$ cat src/hdl/mfilt_pkg.sv
`default_nettype none

package mfilt_pkg;

    // configuration port
    localparam int CFG_W     = 11;
    localparam int CFG_IDX_W = 1;

    typedef enum logic [CFG_IDX_W-1:0] {
        REG_FRAME_WIDTH  = 1'b0,
        REG_FRAME_HEIGHT = 1'b1
    } mfilt_reg_e;

    localparam logic [CFG_W-1:0] WIDTH_RESET  = 11'd640;
    localparam logic [CFG_W-1:0] HEIGHT_RESET = 11'd480;
    localparam logic [CFG_W-1:0] HEIGHT_LIMIT = 11'd1024;

    // row counter covers rows 0..HEIGHT_LIMIT-1
    localparam int ROW_W = 10;

    // per-pixel flags that travel with the window down the pipeline
    typedef struct packed {
        logic window_valid;
        logic frame_done;
    } mfilt_tag_t;

endpackage

`default_nettype wire

$ cat src/hdl/mfilt_rank.sv
`default_nettype none

module mfilt_rank
    import mfilt_pkg::*;
#(
    parameter int TAPS       = 9,
    parameter int PIXEL_BITS = 8
) (
    input  wire logic                       clk,
    input  wire logic                       rst_n,
    input  wire logic                       in_valid,
    output logic                            in_ready,
    input  wire logic [TAPS*PIXEL_BITS-1:0] in_win,
    input  wire mfilt_tag_t                 in_tag,
    output logic                            out_valid,
    input  wire logic                       out_ready,
    output logic      [PIXEL_BITS-1:0]      median,
    output mfilt_tag_t                      out_tag
);

    localparam int RANK_W = $clog2(TAPS + 1);
    localparam int MID    = TAPS / 2;

    // compare stage
    logic                  a_valid_reg;
    mfilt_tag_t            a_tag_reg;
    logic [PIXEL_BITS-1:0] a_val_reg [TAPS];
    logic [TAPS-1:0]       a_before_reg [TAPS];
    logic [TAPS-1:0]       before_next [TAPS];
    logic                  a_ready;

    // rank stage
    logic                  b_valid_reg;
    mfilt_tag_t            b_tag_reg;
    logic [PIXEL_BITS-1:0] b_val_reg [TAPS];
    logic [TAPS-1:0]       b_sel_reg;
    logic [TAPS-1:0]       sel_next;
    logic                  b_ready;

    // output register
    logic                  o_valid_reg;
    mfilt_tag_t            o_tag_reg;
    logic [PIXEL_BITS-1:0] o_median_reg;
    logic [PIXEL_BITS-1:0] median_next;
    logic                  o_ready;

    assign o_ready  = !o_valid_reg || out_ready;
    assign b_ready  = !b_valid_reg || o_ready;
    assign a_ready  = !a_valid_reg || b_ready;
    assign in_ready = a_ready;

    // element j is ordered ahead of element i (ties broken by position)
    always_comb
    begin
        for (int i = 0; i < TAPS; i++)
        begin
            for (int j = 0; j < TAPS; j++)
            begin
                before_next[i][j] =
                    (in_win[j*PIXEL_BITS +: PIXEL_BITS] < in_win[i*PIXEL_BITS +: PIXEL_BITS]) ||
                    ((in_win[j*PIXEL_BITS +: PIXEL_BITS] == in_win[i*PIXEL_BITS +: PIXEL_BITS])
                     && (j < i));
            end
        end
    end

    // the element with exactly MID predecessors is the median
    always_comb
    begin
        logic [RANK_W-1:0] cnt;
        for (int i = 0; i < TAPS; i++)
        begin
            cnt = '0;
            for (int j = 0; j < TAPS; j++)
            begin
                cnt = cnt + RANK_W'(a_before_reg[i][j]);
            end
            sel_next[i] = (cnt == RANK_W'(MID));
        end
    end

    always_comb
    begin
        median_next = '0;
        for (int i = 0; i < TAPS; i++)
        begin
            median_next = median_next | (b_val_reg[i] & {PIXEL_BITS{b_sel_reg[i]}});
        end
        // border pixels report zero
        if (!b_tag_reg.window_valid)
        begin
            median_next = '0;
        end
    end

    always_ff @(posedge clk or negedge rst_n)
    begin
        if (!rst_n)
        begin
            a_valid_reg <= 1'b0;
            b_valid_reg <= 1'b0;
            o_valid_reg <= 1'b0;
        end
        else
        begin
            if (a_ready)
            begin
                a_valid_reg <= in_valid;
            end
            if (b_ready)
            begin
                b_valid_reg <= a_valid_reg;
            end
            if (o_ready)
            begin
                o_valid_reg <= b_valid_reg;
            end
        end
    end

    always_ff @(posedge clk)
    begin
        if (a_ready && in_valid)
        begin
            a_tag_reg <= in_tag;
            for (int i = 0; i < TAPS; i++)
            begin
                a_val_reg[i]    <= in_win[i*PIXEL_BITS +: PIXEL_BITS];
                a_before_reg[i] <= before_next[i];
            end
        end
        if (b_ready && a_valid_reg)
        begin
            b_tag_reg <= a_tag_reg;
            b_sel_reg <= sel_next;
            for (int i = 0; i < TAPS; i++)
            begin
                b_val_reg[i] <= a_val_reg[i];
            end
        end
        if (o_ready && b_valid_reg)
        begin
            o_tag_reg    <= b_tag_reg;
            o_median_reg <= median_next;
        end
    end

    assign out_valid = o_valid_reg;
    assign median    = o_median_reg;
    assign out_tag   = o_tag_reg;

endmodule

`default_nettype wire

$ cat config.mk
export PLATFORM = sky130hd
export DESIGN_NAME = mfilt_rank
export DESIGN_NICKNAME = d
export VERILOG_FILES = /design/src/hdl/mfilt_pkg.sv /design/src/hdl/mfilt_rank.sv
export SDC_FILE = /design/constraint.sdc
export NUM_CORES = 1
export LEC_CHECK = 0
export BUFFER_PORTS_ARGS = -buffer_cell sky130_fd_sc_hd__buf_4
export CAP_MARGIN = 10
export CORE_MARGIN = 10
export CORE_UTILIZATION = 45
export CTS_BUF_LIST = sky130_fd_sc_hd__clkbuf_2 sky130_fd_sc_hd__clkbuf_4 sky130_fd_sc_hd__clkbuf_8
export DETAILED_ROUTE_END_ITERATION = 10
export GPL_ROUTABILITY_DRIVEN = 0
export PLACE_DENSITY_LB_ADDON = 0.3
export SLEW_MARGIN = 10
export SYNTH_ARGS = -nofsm -noshare
export SYNTH_HDL_FRONTEND = slang
export SYNTH_SLANG_ARGS = --single-unit
$ cat constraint.sdc
create_clock -name clk -period 4.28 [get_ports clk]
set_input_delay 0.642 -clock clk [delete_from_list [all_inputs] [get_ports clk]]
set_output_delay 0.642 -clock clk [all_outputs]
set_load 0.03 [all_outputs]
-- Word-level counts from Yosys, hierarchy flattened
Memory sizes are Yosys's and may differ from the RTL's.
Index checks and enable logic that the tools add are counted.
- flip-flop bits (word level): 26
- RAM bits: 225
- output and inout port bits: 12
- word-level logic and storage cells: 278
- memories kept: 3
- add/sub/neg operators: 72
- $lt $le $gt $ge: 81
- eq/ne operators: 45
- mux-type cells: 4
- bitwise operators: 17
- reductions and logical operators: 45
- memory list (memory ; words ; bits a word ; read ports ; clocked after Yosys merged registers in ; wr ports ; line ; source):
    a_before_reg ; 9 ; 9 ; 9 ; 0 ; 9 ; mfilt_rank.sv:28 ; logic [TAPS-1:0] a_before_reg [TAPS];
    a_val_reg ; 9 ; 8 ; 9 ; 0 ; 9 ; mfilt_rank.sv:27 ; logic [PIXEL_BITS-1:0] a_val_reg [TAPS];
    b_val_reg ; 9 ; 8 ; 9 ; 0 ; 9 ; mfilt_rank.sv:35 ; logic [PIXEL_BITS-1:0] b_val_reg [TAPS];
- operators with widths (cell ; number):
    8-bit less-than comparator ; 81
    8-bit == test ; 36
    4-bit by 1-bit adder with 4-bit output ; 45
    8-bit bitwise AND ; 9
    8-bit bitwise OR ; 8
    1-bit logical OR ; 39
    3-bit by 1-bit adder with 4-bit output ; 9
    4-bit by 3-bit == test with 1-bit output (second input constant) ; 9
    2-bit by 1-bit adder with 3-bit output ; 9
    1-bit by 1-bit adder with 2-bit output ; 9
    1-bit 2-to-1 mux ; 4
    1-bit logical AND ; 3
    1-bit zero test ; 3

-- Logic depth before layout (Yosys ltp)
Gate-level depths: netlist of run 1.
- word-level depth: 9
- mapped depth: 13

-- Worst setup path before layout of run 1
Ideal clock, no wire load.
- path type: in2reg
- start point: input out_ready
- end point: memory a_before_reg[1][2], in the netlist a_before_reg[0][11], enable pin
- data arrival time: 4.377 ns
- required time: 3.758 ns
- slack: -0.619 ns
- stages on the path: 3
- cells stage by stage: nor2b_1 -> nand3_1 -> and2_1
- RTL lines (element ; line ; source):
    from (decl) ; mfilt_rank.sv:16 ; input wire logic out_ready,
    to (decl) ; mfilt_rank.sv:28 ;

==> results of run 1 <==
Yosys cell counts, types with 4 or more instances:
library cell and instances:
a211oi_1 4, a21oi_1 145, a221oi_2 8, a222oi_1 8, a22o_1 8, a22oi_1 8
a31oi_1 8, and3b_1 9, buf_2 5, edfxtp_1 239, fa_1 36, ha_1 316
inv_1 167, nand2_1 33, nand2b_1 4, nand3_1 10, nand4_1 72, nor2_1 4
nor2b_1 37, o211ai_1 34, o21a_1 32, o21ai_0 50, o21ai_1 27, o31a_1 4
o31ai_1 4, or2_1 36
final timing paths:
check | startpoint | to | slack, ps | cells after the start
worst max-delay path | a_before_reg[2][0] | b_sel_reg[8] | 1180 | 11
max in group asynchronous | rst_n | out_valid | 3760 | 2
worst min-delay path | in_tag[0] | a_tag_reg[0] | 270 | 1
min in group asynchronous | rst_n | a_valid_reg | 420 | 2
worst max register to register | a_before_reg[2][0] | b_sel_reg[8] | 1180 | 11
worst min register to register | a_val_reg[0][48] | b_val_reg[0][48] | 400 | 0
routing by layer:
metal / share of wire [%] / GRT usage (%)
met1: 42 / 27.9
met2: 46 / 33.6
met3: 9.3 / 3.86
met4: 2.8 / 6.38
met5: 0.041 / 0
final cells by class:
cell class / count / area share [%]
Timing Repair Buffer: 94 / 4.02
Inverter: 167 / 3.50
Sequential cell: 242 / 40.5
Clock buffer: 53 / 3.69
Clock inverter: 17 / 0.433
Tap cell: 455 / 3.18
Multi-Input combinational cell: 902 / 44.7
kinds of logic (layout without fill, tap and decap cells):
kind of cell,count (synthesis),in the layout
AOI/OAI and AO/OA,342,342
DFF,242,242
buffers and inverters,176,331
and+or+nand+nor,208,208
adders and majority gates,352,352
power by group through the flow:
stage	Clock (W)	Combinational, W	Sequential (W)
CTS	0.00198	0.00172	0.00310
detailed placement	0	0.00170	0.00314
global placement	0	0.00160	0.00314
floorplan	0	0.00117	0.00304
global route	0.00207	0.00196	0.00312
finish	0.00194	0.00172	0.00309
metrics by stage:
step | setup WS, ps | cells | power [W]
CTS | 1180 | 1930 | 0.00679
detailed placement | 1210 | 1859 | 0.00485
global route | 1020 | 1930 | 0.00715
finish | 1180 | 1930 | 0.00676
global placement | 1280 | 1859 | 0.00474
floorplan | 989 | 1320 | 0.00421
==> impl_metrics.py, run 1 <==
metrics = {
    "outcome": {
        "status": "completed",
    },
    "pwr": {
        "switching_share_pct": 31.7,
        "irDropWorstVdd_uv": 278,
        "switching_power_w": 0.00214,
        "power.density_nw_per_um2": 377,
        "p_leak_nw": 7.65,
        "clkPwrFrac_pct": 28.7,
        "combPwrFrac_pct": 25.5,
        "p_int_w": 0.00462,
        "pwr-share-seq_pct": 45.8,
    },
    "clock_tree": {
        "cts_tree": "done",
        "clk_pin_slew_worst_paths_ps": 60,
        "htree_levels": 2,
        "clock_sinks": 242,
        "cts_hold_buffers": 1,
        "clk_latency_ps": 550,
        "cts_resized": 0,
        "clk_path_buf_depth": 3,
        "root_buffer": "clkbuf_8",
        "cts_setup_buffers": 0,
        "cts_made_buffers": 41,
    },
    "synth": {
        "synth_xor_area_share_pct": 0,
        "synth-compound-area-share_pct": 13.2,
        "synth-edff-count": 239,
        "synth_top_cell_area_share_pct": 45.0,
        "synthMuxAreaShare_pct": 0,
        "yosysWarnings": 0,
        "async_flop_share_pct": 1.24,
        "ys_ff_latch": 242,
        "synth_fa_ha_area_share_pct": 29.3,
        "synth.area.top_cells": "edfxtp_1, ha_1, a21oi_1",
        "synth-simple-area-share_pct": 7.64,
        "yosysSeqAreaShare_pct": 45.5,
        "synthCells": 1320,
        "synth_area_leader_cell": "edfxtp_1",
        "synth_top_family_by_area": "adder cells",
        "yosysUniqueCellTypes": 32,
        "syn_nets": 1750,
        "synth_area_sq_um": 15900,
        "synthFlopType": "edfxtp_1",
        "avgSynthCellArea_sq_um": 12.1,
    },
    "sta": {
        "period_share_pct": 72.4,
        "max_freq_mhz": 323,
        "drv_slew": 0,
        "setup_tns_ps": 0,
        "setup_viol": 0,
        "rsz0062_at_grt": "no",
        "post-route-min-period_ps": 3100,
        "worst_pin_slew_ps": 877,
        "skew_ps": 20.4,
        "hold_ws_ps": 274,
        "slew_headroom_pct": 41.6,
        "finalHoldViolCount": 0,
    },
    "route": {
        "wirelength_um": 46600,
        "wl_per_cell_um": 24.2,
        "antenna_left": 0,
        "drt_iter0_markers": 1202,
        "vias": 11500,
        "drc": 0,
        "routed_via_density": 5.96,
        "first_pass_iters": 6,
    },
    "floorplan": {
        "start_util_pct": 45.9,
        "io_pins": 90,
        "rows": 68,
        "fp.dieArea_sq_um": 43400,
        "die-width_um": 208,
        "core_region_area_sq_um": 34700,
        "dieHeight_um": 208,
    },
    "worst_setup_path": {
        "path_class": "flip-flop to flip-flop",
        "worst-path-buf-inv": 5,
        "worstPathMaxFanout": 2,
        "slowest_delay_ps": 530,
        "crit_chain": "inv_1 > fa_1 > inv_1 > ha_1 > inv_1 > fa_1 > inv_1 > fa_1 > inv_1 > fa_1 > and3b_1",
        "critPathSlowestCell": "fa_1",
        "cp-end-kind": "flip-flop",
        "critPathRequiredTime_ps": 4580,
        "cp_common_cell": "inv_1",
        "critical_path_arrival_ps": 3400,
        "startpoint_type": "flip-flop",
        "crit_family": "adder cells",
    },
    "finish": {
        "drive_gt1_share_pct": 10.9,
        "utilization_pct": 51.6,
        "final_cell_mix": "ha_1, edfxtp_1, inv_1",
        "multi_input_area_sq_um": 8010,
        "n_fill_cell": 3036,
        "final_area_sq_um": 17900,
        "final_common_cell": "ha_1",
        "seq_area_sq_um": 7250,
        "diodes": 0,
        "nets": 1878,
        "syn_to_final_growth_pct": 12.3,
    },
    "global_routing": {
        "grt_pass1_wl_um": 69000,
        "grt_pass1_vias": 11400,
        "grt_use_total_pct": 20.8,
        "grt_max_degree": 76,
        "antenna_found_initial": 1,
        "gr-total-overflow": 0,
    },
    "flow_run": {
        "cap_violations": 0,
    },
    "min_path": {
        "hp-class": "input port to flip-flop",
    },
    "placed_design": {
        "io_buffer_count": 89,
        "place_area_sq_um": 17200,
        "dp_hpwl_um": 33900,
    },
}
Note: power is estimated with default switching activity, not from simulation.
==> inputs of run 2 (changes only) <==
Clock period 4.28 ns to 3 ns, I/O delays scaled along.
==> run 2 against run 1 <==
  * Register-to-register slack got worse by 1200 ps
  * Flip-flop and latch count did not move
  * Cell area rose by 0.89%
  * Total power rose by 46%
  * Core utilization rose by 0.46 points
  * Non-clock buffer count rose by 4
  * Wire length rose by 0.44%
  * Worst setup slack got worse by 1200 ps
  * Maximum frequency rose by 3.6%
  * Die area did not move
  * Hold slack got worse by 190 ps
  * Critical path depth did not move
  * Highest routed layer is now met4
==> impl_metrics.py, run 2 (synthesis results as in run 1) <==
metrics = {
    "global_routing": {
        "antenna_found_initial": 0,
        "grtUsageMet3_pct": 3.56,
        "grt_use_total_pct": 21.2,
        "met2_usage_pct": 34.6,
        "grt_pass1_vias": 11600,
        "use_met1_pct": 28.3,
        "grt_max_degree": 58,
        "gr-total-overflow": 0,
        "grt_pass1_wl_um": 70200,
        "top_usage_layer": "met2",
    },
    "sta": {
        "post-route-min-period_ps": 2990,
        "finalHoldViolCount": 0,
        "hold_ws_ps": 81.9,
        "period_share_pct": 99.7,
        "drv_slew": 0,
        "setup_viol": 0,
        "rsz0062_at_grt": "yes",
        "slew_headroom_pct": 58.4,
        "max_freq_mhz": 334,
        "skew_ps": 41.3,
        "worst_pin_slew_ps": 624,
    },
    "placed_design": {
        "io_buffer_count": 89,
        "dp_hpwl_um": 34200,
    },
    "floorplan": {
        "io_pins": 90,
        "fp.dieArea_sq_um": 43400,
        "dieHeight_um": 208,
        "core_region_area_sq_um": 34700,
        "die-width_um": 208,
        "rows": 68,
        "start_util_pct": 45.9,
    },
    "route": {
        "wirelength_um": 46800,
        "vias": 11500,
        "antenna_left": 0,
        "routed_via_density": 5.94,
        "wl_per_cell_um": 24.2,
        "drc": 0,
        "drt_iter0_markers": 943,
        "first_pass_iters": 5,
    },
    "clock_tree": {
        "cts_tree": "done",
        "clk_path_buf_depth": 3,
        "clk_latency_ps": 580,
        "root_buffer": "clkbuf_8",
        "cts_made_buffers": 41,
        "htree_levels": 2,
        "clock_sinks": 242,
        "clk_pin_slew_worst_paths_ps": 80,
    },
    "pwr": {
        "power.total_w": 0.00986,
        "p_leak_nw": 7.68,
        "power.density_nw_per_um2": 546,
        "irDropWorstVdd_uv": 373,
    },
    "finish": {
        "final_cell_mix": "ha_1, edfxtp_1, inv_1",
        "syn_to_final_growth_pct": 13.3,
        "final_common_cell": "ha_1",
        "drive_gt1_share_pct": 13.9,
        "n_fill_cell": 3044,
        "multi_input_area_sq_um": 8080,
        "nets": 1882,
        "utilization_pct": 52.1,
        "diodes": 0,
        "seq_area_sq_um": 7250,
    },
    "outcome": {
        "status": "completed",
    },
    "worst_setup_path": {
        "worstPathMaxFanout": 2,
        "crit_chain": "inv_2 > fa_1 > inv_1 > ha_1 > inv_1 > fa_1 > inv_2 > fa_2 > inv_2 > fa_1 > and3b_1",
        "critical_path_arrival_ps": 3310,
        "critPathRequiredTime_ps": 3320,
        "ff2ff_path_depth": 11,
        "slowest_delay_ps": 520,
        "cp-end-kind": "flip-flop",
        "path_class": "flip-flop to flip-flop",
        "startpoint_type": "flip-flop",
        "critPathSlowestCell": "fa_1",
    },
    "flow_run": {
        "cap_violations": 0,
    },
    "min_path": {
        "whs_path_depth": 1,
        "hp-class": "input port to flip-flop",
    },
}
run 2: changes by cell type in the layout (fill, tap and decap cells not counted), moves of 2 or more:
cell,change
fa_2,+9
ha_4,+3
ha_1,-4
fa_1,-9
buf_12,+2
inv_2,+18
clkinv_2,+6
nand3_2,+2
inv_1,-18
buf_4,+2
nand3_1,-2
clkinv_1,-8
run 2: metal layers:
| metal | wire length, um | vias to the layer above |
|---|---|---|
| met5 | 0 | - |
| met4 | 1210 | 0 |
| met3 | 3850 | 73 |
| met2 | 21800 | 462 |
| met1 | 20000 | 5667 |
| li1 | - | 5278 |
run 2: cell type report:
class,count,area share (%)
multi-input cells,902,44.7
clock buffers,52,3.61
flip-flops and latches,242,40.1
inverters,167,3.47
repair buffers,98,4.29
well taps,455,3.15
clock inverters,17,0.644
run 2: repair_timing:
item	CTS	global route
setup buffers	1	1
setup endpoints to repair	5	9
endpoints found under the hold margin	3	0
pin swaps	4	10
resized for setup	11	23
hold buffers	1	0
run 2: through the flow:
stage / TNS [ps] / cells / instance area (sq um) / setup WS (ps)
2_1_floorplan: 0 / 1320 / 15900 / 43.2
3_3_place_gp: 0 / 1861 / 17200 / 0.251
3_5_place_dp: -130 / 1861 / 17200 / -60.3
4_1_cts: -28.7 / 1932 / 18000 / -19.8
5_1_grt: -529 / 1933 / 18100 / -129
6_report: 0 / 1933 / 18100 / 8.82
run 2: power by group:
group,total [W],internal (W),switching (W)
sequential,0.00442,0.00415,0.000262
combinational,0.00257,0.00106,0.00151
clock,0.00287,0.00152,0.00135
run 2: path summary, 6_finish.rpt:
check / start / end / slack, ps
max: a_before_reg[2][0] / b_sel_reg[8] / 9
min: in_win[59] / a_val_reg[0][59] / 80
max reg2reg: a_before_reg[2][0] / b_sel_reg[8] / 9
min reg2reg: a_val_reg[0][38] / b_val_reg[0][38] / 410
max in group asynchronous: rst_n / a_valid_reg / 2680
min in group asynchronous: rst_n / b_valid_reg / 230
run 2: critical path, delay by kind of cell (launching register included):
family	cells	cell delay, ps
and+or+nand+nor	1	180
adders and majority gates	5	1990
buffers and inverters	5	220
DFF	1	330
==> inputs of run 3 (changes only) <==
Settings changed: HOLD_SLACK_MARGIN set to 0.02, RECOVER_POWER set to 50.
==> run 3 against run 2 <==
  * Cell count unchanged
  * Clock-buffer cell count unchanged
  * First-iteration DRC count up 7.3%
  * Worst setup slack better by 0.95 ps
  * Global-route usage unchanged
  * Non-clock buffer count unchanged
  * Sequential power about the same
  * Sequential share of layout area up 0.61 points
  * Via count up 0.40%
  * Die area unchanged
  * Clock power about the same
  * Total power down 0.48%
  * Critical endpoint is now b_sel_reg[5]
==> impl_metrics.py, run 3 (synthesis results as in run 1) <==
metrics = {
    "finish": {
        "final_cell_mix": "ha_1, edfxtp_1, inv_1",
        "diodes": 0,
        "stdcell_count": 1933,
        "nets": 1882,
        "drive_gt1_share_pct": 9.00,
        "seq_area_sq_um": 7250,
        "multi_input_area_sq_um": 8080,
        "n_fill_cell": 3091,
        "final_area_sq_um": 17800,
        "final_common_cell": "ha_1",
        "syn_to_final_growth_pct": 11.7,
    },
    "route": {
        "drc": 0,
        "wirelength_um": 46700,
        "routed_via_density": 5.96,
        "drt_iter0_markers": 1012,
        "antenna_left": 0,
        "wl_per_cell_um": 24.2,
        "first_pass_iters": 5,
        "vias": 11500,
    },
    "worst_setup_path": {
        "crit_family": "adder cells",
        "startpoint_type": "flip-flop",
        "slowest_delay_ps": 540,
        "worstPathMaxFanout": 2,
        "critical_path_arrival_ps": 3310,
        "worst-path-buf-inv": 5,
        "cp-end-kind": "flip-flop",
        "cp_common_cell": "inv_2",
        "crit_chain": "inv_2 > fa_1 > inv_2 > ha_4 > inv_2 > fa_1 > inv_1 > fa_2 > inv_2 > fa_1 > and3b_1",
        "critPathSlowestCell": "fa_1",
        "path_class": "flip-flop to flip-flop",
        "critPathRequiredTime_ps": 3320,
    },
    "sta": {
        "period_share_pct": 99.7,
        "rsz0062_at_grt": "yes",
        "finalHoldViolCount": 0,
        "setup_viol": 0,
        "slew_headroom_pct": 7.42,
        "max_freq_mhz": 334,
        "drv_slew": 0,
        "skew_ps": 41.7,
        "setup_tns_ps": 0,
        "worst_pin_slew_ps": 1390,
        "post-route-min-period_ps": 2990,
    },
    "floorplan": {
        "core_region_area_sq_um": 34700,
        "rows": 68,
        "io_pins": 90,
        "start_util_pct": 45.9,
        "die-width_um": 208,
        "dieHeight_um": 208,
        "fp.dieArea_sq_um": 43400,
    },
    "pwr": {
        "power.density_nw_per_um2": 551,
        "p_leak_nw": 7.42,
        "power.total_w": 0.00981,
        "irDropWorstVdd_uv": 372,
    },
    "clock_tree": {
        "root_buffer": "clkbuf_8",
        "clock_sinks": 242,
        "htree_levels": 2,
        "clk_pin_slew_worst_paths_ps": 60,
        "clk_latency_ps": 580,
        "clk_path_buf_depth": 3,
        "cts_tree": "done",
        "cts_made_buffers": 41,
    },
    "placed_design": {
        "dp_hpwl_um": 34200,
        "place_area_sq_um": 17200,
        "io_buffer_count": 89,
        "dp_cells": 1861,
    },
    "global_routing": {
        "antenna_found_initial": 0,
        "grt_max_degree": 58,
        "grt_pass1_wl_um": 70200,
        "gr-total-overflow": 0,
        "grt_pass1_vias": 11600,
        "grt_use_total_pct": 21.2,
    },
    "outcome": {
        "status": "completed",
    },
    "flow_run": {
        "cap_violations": 0,
    },
    "min_path": {
        "hp-class": "input port to flip-flop",
    },
}
run 3: changes by cell type in the layout (fill, tap and decap cells not counted), sizes merged:
| cell | delta |
|---|---|
| buf | -75 |
| clkbuf | +75 |
run 3: worst register-to-register path, cell delays in order, from the launching register on:
cell and delay, ps:
edfxtp_1 340, inv_2 40, fa_1 540, inv_2 50, ha_4 250, inv_2 30
fa_1 470, inv_1 50, fa_2 340, inv_2 60, fa_1 390, and3b_1 190
run 3: path summary, 6_finish.rpt:
check	cells after the start	startpoint	to	slack, ps
setup / recovery	11	a_before_reg[1][9]	b_sel_reg[5]	10
hold / removal	2	in_valid	a_valid_reg	100
setup reg to reg	11	a_before_reg[1][9]	b_sel_reg[5]	10
hold reg to reg	0	a_val_reg[0][38]	b_val_reg[0][38]	410
max in group asynchronous	2	rst_n	out_valid	2610
min in group asynchronous	2	rst_n	a_valid_reg	240
run 3: power breakdown:
group	total, W	internal [W]	switching, W
Combinational	0.00252	0.00101	0.00150
Clock	0.00288	0.00152	0.00136
Sequential	0.00442	0.00416	0.000260
Total	0.00981	0.00669	0.00312
run 3: metal layers:
layer	vias to the layer above	part of all wire (%)	track usage (%)
met5	-	0	0
met3	84	8.8	3.56
met4	0	2.9	6.03
met1	5696	42	28.3
met2	462	47	34.6
li1	5284	-	-
run 3: repair_timing:
item | in CTS | in global routing
endpoints found under the setup margin | 5 | 9
setup buffers | 1 | 1
pin swaps | 4 | 10
gates resized for setup | 11 | 23
hold endpoints to repair | 3 | 0
gates cloned | 0 | 0
hold buffers | 1 | 0
run 3: layout make-up:
cell class                 count  share of cell area [%]
inverter                     167                    3.52
sequential                   242                    40.7
timing repair buffer          98                    2.86
clock buffer                  52                    3.67
multi-input combinational    902                    45.4
clock inverter                17                   0.654
tap                          455                    3.20
run 3: through the flow:
stage	worst slack [ps]	util, %	hold WS [ps]
floorplan	43.2	-	154
global placement	0.251	49.6	243
detailed placement	-60.3	49.6	243
CTS	-19.8	51.9	56.2
global route	-129	51.3	81.7
finish	9.78	51.3	102
